[src/rtl/slxfp_pkg.sv]
// Package for the sync/length/XOR frame parser.
// Holds the register map, the reset values, the result codes and the shared types.
// No dependencies.
`timescale 1ns / 1ps
`default_nettype none

package slxfp_pkg;

    localparam int BYTE_W    = 8;
    localparam int KIND_W    = 2;
    localparam int CFG_IDX_W = 3;

    typedef logic [BYTE_W-1:0]    t_byte;
    typedef logic [KIND_W-1:0]    t_kind;
    typedef logic [CFG_IDX_W-1:0] t_cfg_idx;

    // register map
    localparam t_cfg_idx REG_SYNC_FIRST    = 3'd0;
    localparam t_cfg_idx REG_SYNC_SECOND   = 3'd1;
    localparam t_cfg_idx REG_SYNC_THIRD    = 3'd2;
    localparam t_cfg_idx REG_IDENT_LOWEST  = 3'd3;
    localparam t_cfg_idx REG_IDENT_HIGHEST = 3'd4;

    localparam t_byte RST_SYNC_FIRST    = 8'h00;
    localparam t_byte RST_SYNC_SECOND   = 8'hF9;
    localparam t_byte RST_SYNC_THIRD    = 8'h06;
    localparam t_byte RST_IDENT_LOWEST  = 8'h50;
    localparam t_byte RST_IDENT_HIGHEST = 8'h53;

    // result kinds
    localparam t_kind KIND_PAYLOAD = 2'd0;
    localparam t_kind KIND_GOOD    = 2'd1;
    localparam t_kind KIND_BAD     = 2'd2;

    typedef struct packed {
        t_byte sync_first;
        t_byte sync_second;
        t_byte sync_third;
        t_byte ident_lowest;
        t_byte ident_highest;
    } t_cfg;

    typedef struct packed {
        t_kind out_kind;
        t_byte frame_ident;
        t_byte data_byte;
        t_byte byte_index;
        t_byte frame_length;
        t_byte computed_check;
        t_byte received_check;
        logic  last;
    } t_result;

endpackage

`default_nettype wire

[src/rtl/slxfp_stream_if.sv]
// Valid/ready channel interfaces: received bytes in, parser results out.
// Depends on slxfp_pkg.
`timescale 1ns / 1ps
`default_nettype none

interface slxfp_byte_if;
    import slxfp_pkg::*;

    logic  valid;
    logic  ready;
    t_byte byte_in;

    modport source (output valid, output byte_in, input ready);
    modport sink   (input valid, input byte_in, output ready);
endinterface

interface slxfp_result_if;
    import slxfp_pkg::*;

    logic    valid;
    logic    ready;
    t_result result;

    modport source (output valid, output result, input ready);
    modport sink   (input valid, input result, output ready);
endinterface

`default_nettype wire

[src/rtl/slxfp_cfg_regs.sv]
// Configuration register file: sync bytes and identifier range.
// Depends on slxfp_pkg.
`timescale 1ns / 1ps
`default_nettype none

module slxfp_cfg_regs (
    input  wire                  i_clk,
    input  wire                  i_rst_n,
    input  wire                  i_cfg_we,
    input  slxfp_pkg::t_cfg_idx  i_cfg_idx,
    input  slxfp_pkg::t_byte     i_cfg_data,
    output slxfp_pkg::t_cfg      o_cfg
);
    import slxfp_pkg::*;

    t_cfg r_cfg;

    always_ff @(posedge i_clk) begin
        if (!i_rst_n) begin
            r_cfg.sync_first    <= RST_SYNC_FIRST;
            r_cfg.sync_second   <= RST_SYNC_SECOND;
            r_cfg.sync_third    <= RST_SYNC_THIRD;
            r_cfg.ident_lowest  <= RST_IDENT_LOWEST;
            r_cfg.ident_highest <= RST_IDENT_HIGHEST;
        end else if (i_cfg_we) begin
            case (i_cfg_idx)
                REG_SYNC_FIRST:    r_cfg.sync_first    <= i_cfg_data;
                REG_SYNC_SECOND:   r_cfg.sync_second   <= i_cfg_data;
                REG_SYNC_THIRD:    r_cfg.sync_third    <= i_cfg_data;
                REG_IDENT_LOWEST:  r_cfg.ident_lowest  <= i_cfg_data;
                REG_IDENT_HIGHEST: r_cfg.ident_highest <= i_cfg_data;
                default: ;  // unmapped index, write dropped
            endcase
        end
    end

    assign o_cfg = r_cfg;

endmodule

`default_nettype wire

[src/rtl/slxfp_core.sv]
// Parser state machine: sync window search, frame field tracking, XOR check.
// Produces at most one result per accepted byte, combinationally from state and the input byte.
// Depends on slxfp_pkg.
`timescale 1ns / 1ps
`default_nettype none

module slxfp_core (
    input  wire                 i_clk,
    input  wire                 i_rst_n,
    input  wire                 i_accept,
    input  slxfp_pkg::t_byte    i_byte,
    input  slxfp_pkg::t_cfg     i_cfg,
    output logic                o_res_valid,
    output slxfp_pkg::t_result  o_res
);
    import slxfp_pkg::*;

    localparam logic [2:0] PH_SEARCH  = 3'd0;
    localparam logic [2:0] PH_EXTRA1  = 3'd1;
    localparam logic [2:0] PH_EXTRA2  = 3'd2;
    localparam logic [2:0] PH_LENGTH  = 3'd3;
    localparam logic [2:0] PH_PAYLOAD = 3'd4;
    localparam logic [2:0] PH_CHECK   = 3'd5;

    localparam logic [1:0] FILL_FULL = 2'd3;

    logic [2:0] r_phase, n_phase;
    t_byte      r_win0, r_win1, r_win2, n_win0, n_win1, n_win2;
    logic [1:0] r_fill, n_fill;
    t_byte      r_ident, n_ident;
    t_byte      r_len, n_len;
    t_byte      r_count, n_count;
    t_byte      r_xor, n_xor;

    logic  hit;
    t_byte count_inc;

    assign hit = (r_fill == FILL_FULL)
              && (r_win0 == i_cfg.sync_first)
              && (r_win1 == i_cfg.sync_second)
              && (r_win2 == i_cfg.sync_third)
              && (i_byte >= i_cfg.ident_lowest)
              && (i_byte <= i_cfg.ident_highest);

    assign count_inc = r_count + 8'd1;

    always_comb begin
        n_phase = r_phase;
        n_win0  = r_win0;
        n_win1  = r_win1;
        n_win2  = r_win2;
        n_fill  = r_fill;
        n_ident = r_ident;
        n_len   = r_len;
        n_count = r_count;
        n_xor   = r_xor;

        o_res_valid          = 1'b0;
        o_res.out_kind       = KIND_PAYLOAD;
        o_res.frame_ident    = r_ident;
        o_res.data_byte      = '0;
        o_res.byte_index     = '0;
        o_res.frame_length   = r_len;
        o_res.computed_check = '0;
        o_res.received_check = '0;
        o_res.last           = 1'b0;

        case (r_phase)
            PH_EXTRA1: begin
                n_xor   = r_xor ^ i_byte;
                n_phase = PH_EXTRA2;
            end
            PH_EXTRA2: begin
                n_xor   = r_xor ^ i_byte;
                n_phase = PH_LENGTH;
            end
            PH_LENGTH: begin
                n_xor   = r_xor ^ i_byte;
                n_len   = i_byte;
                n_count = '0;
                n_phase = (i_byte == '0) ? PH_CHECK : PH_PAYLOAD;
            end
            PH_PAYLOAD: begin
                n_xor            = r_xor ^ i_byte;
                n_count          = count_inc;
                o_res_valid      = 1'b1;
                o_res.data_byte  = i_byte;
                o_res.byte_index = r_count;
                if (count_inc == r_len) begin
                    n_phase = PH_CHECK;
                end
            end
            PH_CHECK: begin
                o_res_valid          = 1'b1;
                o_res.out_kind       = (r_xor == i_byte) ? KIND_GOOD : KIND_BAD;
                o_res.computed_check = r_xor;
                o_res.received_check = i_byte;
                o_res.last           = 1'b1;
                n_phase = PH_SEARCH;
                n_win0  = '0;
                n_win1  = '0;
                n_win2  = '0;
                n_fill  = '0;
            end
            default: begin
                if (hit) begin
                    n_ident = i_byte;
                    n_len   = '0;
                    n_count = '0;
                    n_xor   = i_byte;
                    n_win0  = '0;
                    n_win1  = '0;
                    n_win2  = '0;
                    n_fill  = '0;
                    n_phase = PH_EXTRA1;
                end else begin
                    n_win0  = r_win1;
                    n_win1  = r_win2;
                    n_win2  = i_byte;
                    if (r_fill != FILL_FULL) begin
                        n_fill = r_fill + 2'd1;
                    end
                    n_phase = PH_SEARCH;
                end
            end
        endcase
    end

    always_ff @(posedge i_clk) begin
        if (!i_rst_n) begin
            r_phase <= PH_SEARCH;
            r_win0  <= '0;
            r_win1  <= '0;
            r_win2  <= '0;
            r_fill  <= '0;
            r_ident <= '0;
            r_len   <= '0;
            r_count <= '0;
            r_xor   <= '0;
        end else if (i_accept) begin
            r_phase <= n_phase;
            r_win0  <= n_win0;
            r_win1  <= n_win1;
            r_win2  <= n_win2;
            r_fill  <= n_fill;
            r_ident <= n_ident;
            r_len   <= n_len;
            r_count <= n_count;
            r_xor   <= n_xor;
        end
    end

endmodule

`default_nettype wire

[src/rtl/slxfp_out_reg.sv]
// Result register: holds one result until the receiver takes it.
// Input side may load a new result in the same cycle the held one leaves.
// Depends on slxfp_pkg.
`timescale 1ns / 1ps
`default_nettype none

module slxfp_out_reg (
    input  wire                 i_clk,
    input  wire                 i_rst_n,
    input  wire                 i_accept,
    input  wire                 i_res_valid,
    input  slxfp_pkg::t_result  i_res,
    output logic                o_in_ready,
    output logic                o_valid,
    output slxfp_pkg::t_result  o_result,
    input  wire                 i_out_ready
);
    import slxfp_pkg::*;

    logic    r_valid;
    t_result r_result;

    assign o_in_ready = !r_valid || i_out_ready;

    always_ff @(posedge i_clk) begin
        if (!i_rst_n) begin
            r_valid <= 1'b0;
        end else if (o_in_ready) begin
            r_valid <= i_accept && i_res_valid;
        end
    end

    always_ff @(posedge i_clk) begin
        if (i_accept && i_res_valid) begin
            r_result <= i_res;
        end
    end

    assign o_valid  = r_valid;
    assign o_result = r_result;

endmodule

`default_nettype wire

[src/rtl/sync_length_xor_frame_parser.sv]
// Top level of the sync/length/XOR frame parser.
// Depends on slxfp_pkg, slxfp_stream_if, slxfp_cfg_regs, slxfp_core, slxfp_out_reg.
//
// Usage:
//   i_byte   : one received byte per transaction (valid/ready).
//   o_result : payload items and one end item per frame, marked last, with
//              good/checksum-error kind, computed and received check.
//   i_cfg_*  : register writes (sync bytes, identifier range), one per cycle
//              with i_cfg_we high; only while the parser is idle.
// Results: a result is registered and appears on o_result in the cycle after
//   the byte that causes it is accepted. Header, extra and length bytes give no result.
// Throughput: one byte per cycle unless a held result stalls; the state update is a
//   compare, an XOR and an 8-bit count, all done in the accepting cycle.
// Stall: while a held result is not taken, i_byte.ready is low; it rises in
//   the cycle the receiver takes the result, so no bubble is added.
// Reset (i_rst_n low, synchronous): registers return to their defaults,
//   the parser searches with an empty window, the result register empties.
`timescale 1ns / 1ps
`default_nettype none

module sync_length_xor_frame_parser (
    input  wire                 i_clk,
    input  wire                 i_rst_n,
    slxfp_byte_if.sink          i_byte,
    slxfp_result_if.source      o_result,
    input  wire                 i_cfg_we,
    input  slxfp_pkg::t_cfg_idx i_cfg_idx,
    input  slxfp_pkg::t_byte    i_cfg_data
);
    import slxfp_pkg::*;

    t_cfg    cfg;
    logic    accept;
    logic    in_ready;
    logic    res_valid;
    t_result res;

    assign i_byte.ready = in_ready;
    assign accept       = i_byte.valid && in_ready;

    slxfp_cfg_regs u_cfg (
        .i_clk      (i_clk),
        .i_rst_n    (i_rst_n),
        .i_cfg_we   (i_cfg_we),
        .i_cfg_idx  (i_cfg_idx),
        .i_cfg_data (i_cfg_data),
        .o_cfg      (cfg)
    );

    slxfp_core u_core (
        .i_clk       (i_clk),
        .i_rst_n     (i_rst_n),
        .i_accept    (accept),
        .i_byte      (i_byte.byte_in),
        .i_cfg       (cfg),
        .o_res_valid (res_valid),
        .o_res       (res)
    );

    slxfp_out_reg u_out (
        .i_clk       (i_clk),
        .i_rst_n     (i_rst_n),
        .i_accept    (accept),
        .i_res_valid (res_valid),
        .i_res       (res),
        .o_in_ready  (in_ready),
        .o_valid     (o_result.valid),
        .o_result    (o_result.result),
        .i_out_ready (o_result.ready)
    );

endmodule

`default_nettype wire

[src/flat_wrapper.sv]
// flat-port wrapper written by rule: the top's interface ports become plain ports
module sync_length_xor_frame_parser_flat import slxfp_pkg::*;
  (i_clk, i_rst_n, i_cfg_we, i_cfg_idx, i_cfg_data, i_byte_valid, i_byte_byte_in, i_byte_ready, o_result_valid, o_result_result, o_result_ready);
  slxfp_byte_if i_byte_i ();
  slxfp_result_if o_result_i ();
  input  wire i_clk;
  input  wire i_rst_n;
  input  wire i_cfg_we;
  input  slxfp_pkg::t_cfg_idx i_cfg_idx;
  input  slxfp_pkg::t_byte i_cfg_data;
  input wire logic [$bits(i_byte_i.valid)-1:0] i_byte_valid;
  input wire logic [$bits(i_byte_i.byte_in)-1:0] i_byte_byte_in;
  output wire logic [$bits(i_byte_i.ready)-1:0] i_byte_ready;
  output wire logic [$bits(o_result_i.valid)-1:0] o_result_valid;
  output wire logic [$bits(o_result_i.result)-1:0] o_result_result;
  input wire logic [$bits(o_result_i.ready)-1:0] o_result_ready;
  assign i_byte_i.valid = i_byte_valid;
  assign i_byte_i.byte_in = i_byte_byte_in;
  assign i_byte_ready = i_byte_i.ready;
  assign o_result_valid = o_result_i.valid;
  assign o_result_result = o_result_i.result;
  assign o_result_i.ready = o_result_ready;
  sync_length_xor_frame_parser u_core (.i_clk(i_clk), .i_rst_n(i_rst_n), .i_byte(i_byte_i), .o_result(o_result_i), .i_cfg_we(i_cfg_we), .i_cfg_idx(i_cfg_idx), .i_cfg_data(i_cfg_data));
endmodule
[config.mk]
export PLATFORM = sky130hd
export DESIGN_NAME = sync_length_xor_frame_parser_flat
export DESIGN_NICKNAME = d
export VERILOG_FILES = /design/src/rtl/slxfp_pkg.sv /design/src/rtl/slxfp_stream_if.sv /design/src/rtl/slxfp_cfg_regs.sv /design/src/rtl/slxfp_core.sv /design/src/rtl/slxfp_out_reg.sv /design/src/rtl/sync_length_xor_frame_parser.sv /design/src/flat_wrapper.sv
export SDC_FILE = /design/constraint.sdc
export NUM_CORES = 1
export LEC_CHECK = 0
export ABC_AREA = 1
export BUFFER_PORTS_ARGS = -buffer_cell sky130_fd_sc_hd__buf_2
export CORE_MARGIN = 2
export CORE_UTILIZATION = 53
export CTS_CLUSTER_SIZE = 28
export DETAILED_ROUTE_END_ITERATION = 8
export PLACE_DENSITY_LB_ADDON = 0.15
export SLEW_MARGIN = 40
export SYNTH_ARGS = -nofsm -noshare
export SYNTH_HDL_FRONTEND = slang
export SYNTH_SLANG_ARGS = --single-unit
[constraint.sdc]
create_clock -name i_clk -period 4.8 [get_ports i_clk]
set_input_delay 0.72 -clock i_clk [delete_from_list [all_inputs] [get_ports i_clk]]
set_output_delay 0.72 -clock i_clk [all_outputs]
set_load 0.1 [all_outputs]
==> results.tsv, run 1 <==
metric	value	unit
Placer Congestion	0.871	
grt met2 use	0.396	
fraction of layout cells with a size suffix above 1	0.162	
Synth Register Bits	153	
first-pass GRT wire length	28100	um
CP arrival	3.06	ns
DRT antenna net count	0	
antenna cells	0	
Comb pwr share	0.129	
register area share after synthesis	0.489	
path depth of the worst reg2reg path	10	
Clock Sink Count	153	
Worst slew margin	0.440	
Post-Syn Area	7300	um^2
reg-to-reg startpoint	u_core.u_core.r_phase[2]	
maximum number of pins on one net before global-route repair	60	
antenna violations before repair	0	
setup bufs post-CTS	0	
static leakage	3.55	nW
Total GRT Usage	0.246	
R2R setup slack	2.08	ns
met3 Resource Use GR	0.0395	
final design utilization	0.632	
die area	14700	um^2
worst hold-check slack	0.428	ns
Clk Latency, worst-skew pair	0.43	ns
row cnt	42	
maximum root-to-sink buffer count	2	
setup tns final	0	ns
crit end category	flop	
switching share of power	0.267	
Final Setup Violations	0	
final wirelength	17200	um
Design Power	3.29	mW
GRT Residual Overflow	0	
Tmin final	2.72	ns
dpl cell area	7810	um^2
initial DRC count	463	
buffer type at the clock tree root	clkbuf_16	
Synth warnings	0	
maximum VDD drop	0.190	mV
CTS H-tree depth	4	
initial core utilization	0.547	
Synth Area per Inst	7.90	um^2
design area	8440	um^2
Die Y	121	um
drt pass-1 iters	5	
Post-synth ARST share	0	
Worst setup SP type	flop	
cts hold-fix bufs	0	
GR Layer Usage met1	0.327	
NumNets Final	1038	
Hold Vio Cnt, Final	0	
CTS tree	done	
EDFF count, synth	51	
vias in the first global route	5678	
Max Clock Freq	368	MHz
commonest non-fill, non-tap cells in the layout	189 x nand2_1, 128 x nor2_1, 119 x inv_1	
Flop pwr share	0.432	
status	finished clean	
CTS Buf Count	17	
most common cell after layout, fill and taps aside	nand2_1	
Synth Instances	924	
Post-route DRC	0	
Top Ports	77	
Critical Path Start	u_core.u_core.r_phase[2]	
Slew Limit Fails	0	
dpl hpwl	12100	um
Clk pin slew, worst setup/hold paths	0.06	ns
CP Class	reg2reg	
DR vias/cell	5.17	
end point of the critical path	u_core.u_core.r_win1[2]	
Core Region	13300	um^2
DIE WIDTH	121	um
measured slew at the worst slew-check pin	0.836	ns
setup repair after global routing missed its margin	no	
Hold WC Path Type	reg2reg	
PostCTS Resize Cnt	0	
Req. time, crit path	5.14	ns
Synth cell types	39	
IO buf count	76	
final worst path period share	0.566	
Synthesized Nets	966	
DR vias	6125	
Main synth FF type	dfxtp_1	
Area Overhead vs Synth	15.6	%
setup skew after layout	0.0117	ns
FF-to-FF End	u_core.u_core.r_win1[2]	
clock share of power	0.439	
switching power	0.876	mW
global routing's busiest layer	met2	
pwr/cell area	389	nW/um^2
max_cap viols	0	
Worst Path Max Fanout	24	
internal power	2.41	mW
Avg WL per Cell	14.6	um
==> critical path: stages (launching register included) <==
cell and delay (ns):
dfxtp_1 0.35, inv_1 0.13, nor3_2 0.66, clkinv_2 0.48, nand2_2 0.29, nor2_8 0.09
inv_4 0.12, nor2_4 0.05, clkinv_4 0.19, nand2_1 0.09, a21oi_1 0.16
==> flip-flops by register name, indices dropped and copies added, names as in the netlist <==
register,count
u_core.u_core.r_win1,8
u_core.u_out.o_result,51
u_core.u_core.r_xor,8
u_core.u_core.r_win2,8
u_core.u_core.r_count,8
u_core.u_core.r_len,8
u_core.u_core.r_phase,3
u_core.u_cfg.o_cfg,40
u_core.u_core.r_fill,2
u_core.u_out.o_valid,1
u_core.u_core.r_ident,8
u_core.u_core.r_win0,8
==> layout make-up <==
class | instances | area [um^2]
multi-input cells | 610 | 3090
well taps | 176 | 220
clock buffers | 19 | 433
inverters | 133 | 508
repair buffers | 81 | 418
flip-flops and latches | 153 | 3570
fillers | 1196 | 4910
clock inverters | 13 | 201
==> cells by family (layout without fill, tap and decap cells) <==
kind of cell,count (synthesis),after routing,share of synthesized area
buffers and inverters,161,246,0.0893
DFF,153,153,0.489
and+or+nand+nor,433,433,0.260
adders and majority gates,18,18,0.0308
xor gates and xnor gates,16,16,0.0192
AOI/OAI and AO/OA,143,143,0.111
==> cells in the mapped netlist, types with 4 or more instances <==
master    count  area share
nand2_1     189       0.097
nor2_1      128       0.066
inv_1       119       0.061
dfxtp_1     102        0.28
a21oi_1      75       0.051
nand3_1      62       0.043
edfxtp_1     51        0.21
o21ai_0      34       0.023
ha_1         18       0.031
clkbuf_1     16      0.0082
nand4_1      16       0.014
nand2_2      13       0.011
a21oi_2      11       0.013
o211ai_1     11       0.011
inv_2         9      0.0046
xor2_1        9       0.011
o21bai_1      8      0.0082
nor3_1        7      0.0048
xnor2_1       7      0.0084
buf_1         4      0.0021
buf_2         4      0.0027
==> metrics by stage <==
step | std cells | setup slack [ns]
2_1_floorplan | 924 | 0.363
3_3_place_gp | 1152 | 1.59
3_5_place_dp | 1153 | 1.78
4_1_cts | 1185 | 2.04
5_1_grt | 1185 | 1.84
6_report | 1185 | 2.08
==> power groups by stage <==
stage	combinational, mW	clock [mW]	sequential [mW]
after global placement	0.416	0	1.45
after CTS	0.425	1.45	1.42
after floorplan	0.250	0	1.53
final	0.424	1.44	1.42
after global routing	0.469	1.51	1.42
after detailed placement	0.422	0	1.45
==> layer usage <==
metal	vias to the layer above	share of wire
met5	-	0
li1	3125	-
met1	2781	0.46
met2	189	0.46
met4	0	0.028
met3	30	0.053
==> worst min path at each step <==
stage | start | endpoint | slack (ns) | cells past startpoint
after floorplan | u_core.u_core.r_ident[0] | u_core.u_out.o_result[41] | 0.40 | 0
after global placement | u_core.u_core.r_ident[4] | u_core.u_out.o_result[45] | 0.41 | 0
after detailed placement | u_core.u_core.r_ident[6] | u_core.u_out.o_result[47] | 0.41 | 0
after CTS | u_core.u_core.r_ident[4] | u_core.u_out.o_result[45] | 0.43 | 0
after global routing | u_core.u_core.r_ident[0] | u_core.u_out.o_result[41] | 0.44 | 0
final | u_core.u_core.r_ident[6] | u_core.u_out.o_result[47] | 0.43 | 0
(Power assumes the default switching activity.)
==> run 2: changes to the inputs <==
--- a/config.mk
+++ b/config.mk
@@ -8,7 +8,7 @@
 export ABC_AREA = 1
 export BUFFER_PORTS_ARGS = -buffer_cell sky130_fd_sc_hd__buf_2
 export CORE_MARGIN = 2
-export CORE_UTILIZATION = 53
+export CORE_UTILIZATION = 59
 export CTS_CLUSTER_SIZE = 28
 export DETAILED_ROUTE_END_ITERATION = 8
 export PLACE_DENSITY_LB_ADDON = 0.15
==> constraint.sdc (replaced) <==
create_clock -name i_clk -period 2.6 [get_ports i_clk]
set_input_delay 0.39 -clock i_clk [delete_from_list [all_inputs] [get_ports i_clk]]
set_output_delay 0.39 -clock i_clk [all_outputs]
set_load 0.1 [all_outputs]
==> run 2 against run 1 <==
Against the previous run: wire length fell by 3.9%; largest power group is now sequential cells; critical path type unchanged; critical endpoint is now u_core.u_core.r_fill[0]; flip-flop and latch count did not move; cell area barely moved; highest routed layer unchanged.
==> results.tsv, run 2 (synthesis results as in run 1) <==
metric	value	unit	change
buffer type at the clock tree root	clkbuf_16		
Max Clock Freq	468	MHz	+27%
antenna violations before repair	0		unchanged
first-pass GRT wire length	27000	um	-3.9%
maximum root-to-sink buffer count	2		unchanged
maximum number of pins on one net before global-route repair	59		-1.7%
fraction of layout cells with a size suffix above 1	0.172		+0.0105
measured slew at the worst slew-check pin	0.718	ns	-0.118 ns
path depth of the worst reg2reg path	11		+1
hold path start	i_cfg_data[0]		
max_cap viols	0		unchanged
DR vias/cell	5.20		+0.57%
drt pass-1 iters	5		unchanged
PostCTS Resize Cnt	0		unchanged
CP arrival	2.50	ns	-0.56 ns
max reg flops	51		unchanged
final worst path period share	0.823		+0.256
Post-route DRC	0		unchanged
DR vias	6160		+0.57%
Worst Path Max Fanout	25		+4.2%
GRT Residual Overflow	0		unchanged
Clock Sink Count	153		unchanged
setup bufs post-CTS	0		unchanged
hold path cells	3		+3
setup repair after global routing missed its margin	no		
DRT antenna net count	0		unchanged
DIE WIDTH	115	um	-5.0%
initial DRC count	444		-4.1%
hold endpoint	u_core.u_cfg.o_cfg[0]		
antenna cells	0		unchanged
FF-to-FF End	u_core.u_core.r_fill[0]		
vias in the first global route	5498		-3.2%
reg-to-reg startpoint	u_core.u_out.o_valid		
Max stage delay on crit path	0.61	ns	-0.05 ns
Crit-path slowest cell	nor2_2		
CTS H-tree depth	4		unchanged
highest metal used	met4		
cts hold-fix bufs	0		unchanged
Die Y	115	um	-5.0%
Core Region	12100	um^2	-9.6%
Placer Congestion	0.893		+2.5%
WL met3	770	um	-16%
Design Power	5.76	mW	+75%
Area Overhead vs Synth	15.7	%	about the same
crit end category	flop		
Worst slew margin	0.521		+0.0814
status	finished clean		
initial core utilization	0.605		+0.0583
die area	13300	um^2	-9.8%
most common cell after layout, fill and taps aside	nand2_1		
Clk Latency, worst-skew pair	0.42	ns	about the same
static leakage	3.55	nW	about the same
Hold Vio Cnt, Final	0		unchanged
CTS Buf Count	17		unchanged
R2R setup slack	0.46	ns	-1.62 ns
final wirelength	16600	um	-3.9%
CP Class	reg2reg		
maximum VDD drop	0.460	mV	+140%
FILL cells	985		-18%
Top Ports	77		unchanged
NumNets Final	1046		+0.77%
dpl cell area	7880	um^2	+0.99%
Avg WL per Cell	14.0	um	-3.9%
commonest non-fill, non-tap cells in the layout	189 x nand2_1, 127 x nor2_1, 117 x inv_1		
M1 WL	7590	um	-4.0%
routed wl met2	7720	um	-2.7%
CP cell instances	inv_2 -> nor2_2 -> clkinvlp_4 -> nand2_4 -> nor2_2 -> inv_2 -> nor2_8 -> nand3b_1 -> nand2_1 -> inv_1 -> nor2_1		
Clk pin slew, worst setup/hold paths	0.06	ns	about the same
Final Setup Violations	0		unchanged
design area	8450	um^2	about the same
pwr/cell area	682	nW/um^2	+75%
CTS tree	done		
Hold WC Path Type	in2reg		
Slew Limit Fails	0		unchanged
Tmin final	2.14	ns	-0.579 ns
setup skew after layout	0.00599	ns	-0.00573 ns
IO buf count	76		unchanged
dpl hpwl	11600	um	-3.6%
Total GRT Usage	0.264		+0.0180
Worst setup SP type	flop		
Req. time, crit path	2.96	ns	-2.18 ns
row cnt	40		-4.8%
==> run 2: changes by cell type in the layout (fill, tap and decap cells not counted), moves of 2 or more <==
| cell | change |
|---|---|
| clkinvlp_4 | +4 |
| bufinv_16 | -3 |
| buf_4 | +7 |
| inv_1 | -2 |
==> run 2: critical path, delay by kind of cell (launching register included) <==
kind                   cells  cell delay (ns)
buffers and inverters      4             0.31
DFF                        1             0.34
and+or+nand+nor            7             1.42
==> run 2: where the power goes <==
part	internal, mW	switching [mW]
combinational	0.208	0.589
clock	1.40	0.946
sequential	2.55	0.0631
==> run 2: layer usage <==
metal / track usage / up-vias
met5: 0 / -
met4: 0.121 / 0
met3: 0.0506 / 39
met2: 0.426 / 169
met1: 0.345 / 2804
li1: - / 3148
==> run 2: layout make-up <==
cell class	instances	area [um^2]	area share
Clock buffer	19	433	0.0513
Clock inverter	13	130	0.0154
Inverter	133	512	0.0606
Multi-Input combinational cell	610	3090	0.366
Sequential cell	153	3580	0.423
Tap cell	168	210	0.0249
Timing Repair Buffer	89	490	0.0581
==> run 2: how the worst max path moves through the flow <==
stage,slack [ns],depth (start not counted),from,endpoint
floorplan,-0.33,6,u_core.u_out.o_valid,u_core.u_out.o_result[0]
global placement,0.29,13,i_byte_byte_in[0],u_core.u_core.r_count[0]
detailed placement,0.25,13,i_byte_byte_in[0],u_core.u_core.r_count[0]
CTS,0.48,11,u_core.u_out.o_valid,u_core.u_core.r_fill[0]
global route,0.23,11,u_core.u_cfg.o_cfg[13],u_core.u_core.r_count[2]
finish,0.46,11,u_core.u_out.o_valid,u_core.u_core.r_fill[0]
==> run 2: through the flow <==
stage | std cells | hold WS (ns) | TNS [ns] | setup WS [ns] | util
finish | 1185 | 0.251 | 0 | 0.461 | 0.700
global route | 1185 | 0.272 | 0 | 0.233 | 0.700
CTS | 1185 | 0.244 | 0 | 0.477 | 0.700
detailed placement | 1153 | 0.423 | 0 | 0.249 | 0.654
global placement | 1153 | 0.417 | 0 | 0.294 | 0.654
floorplan | 924 | 0.402 | -16.99 | -0.329 | -
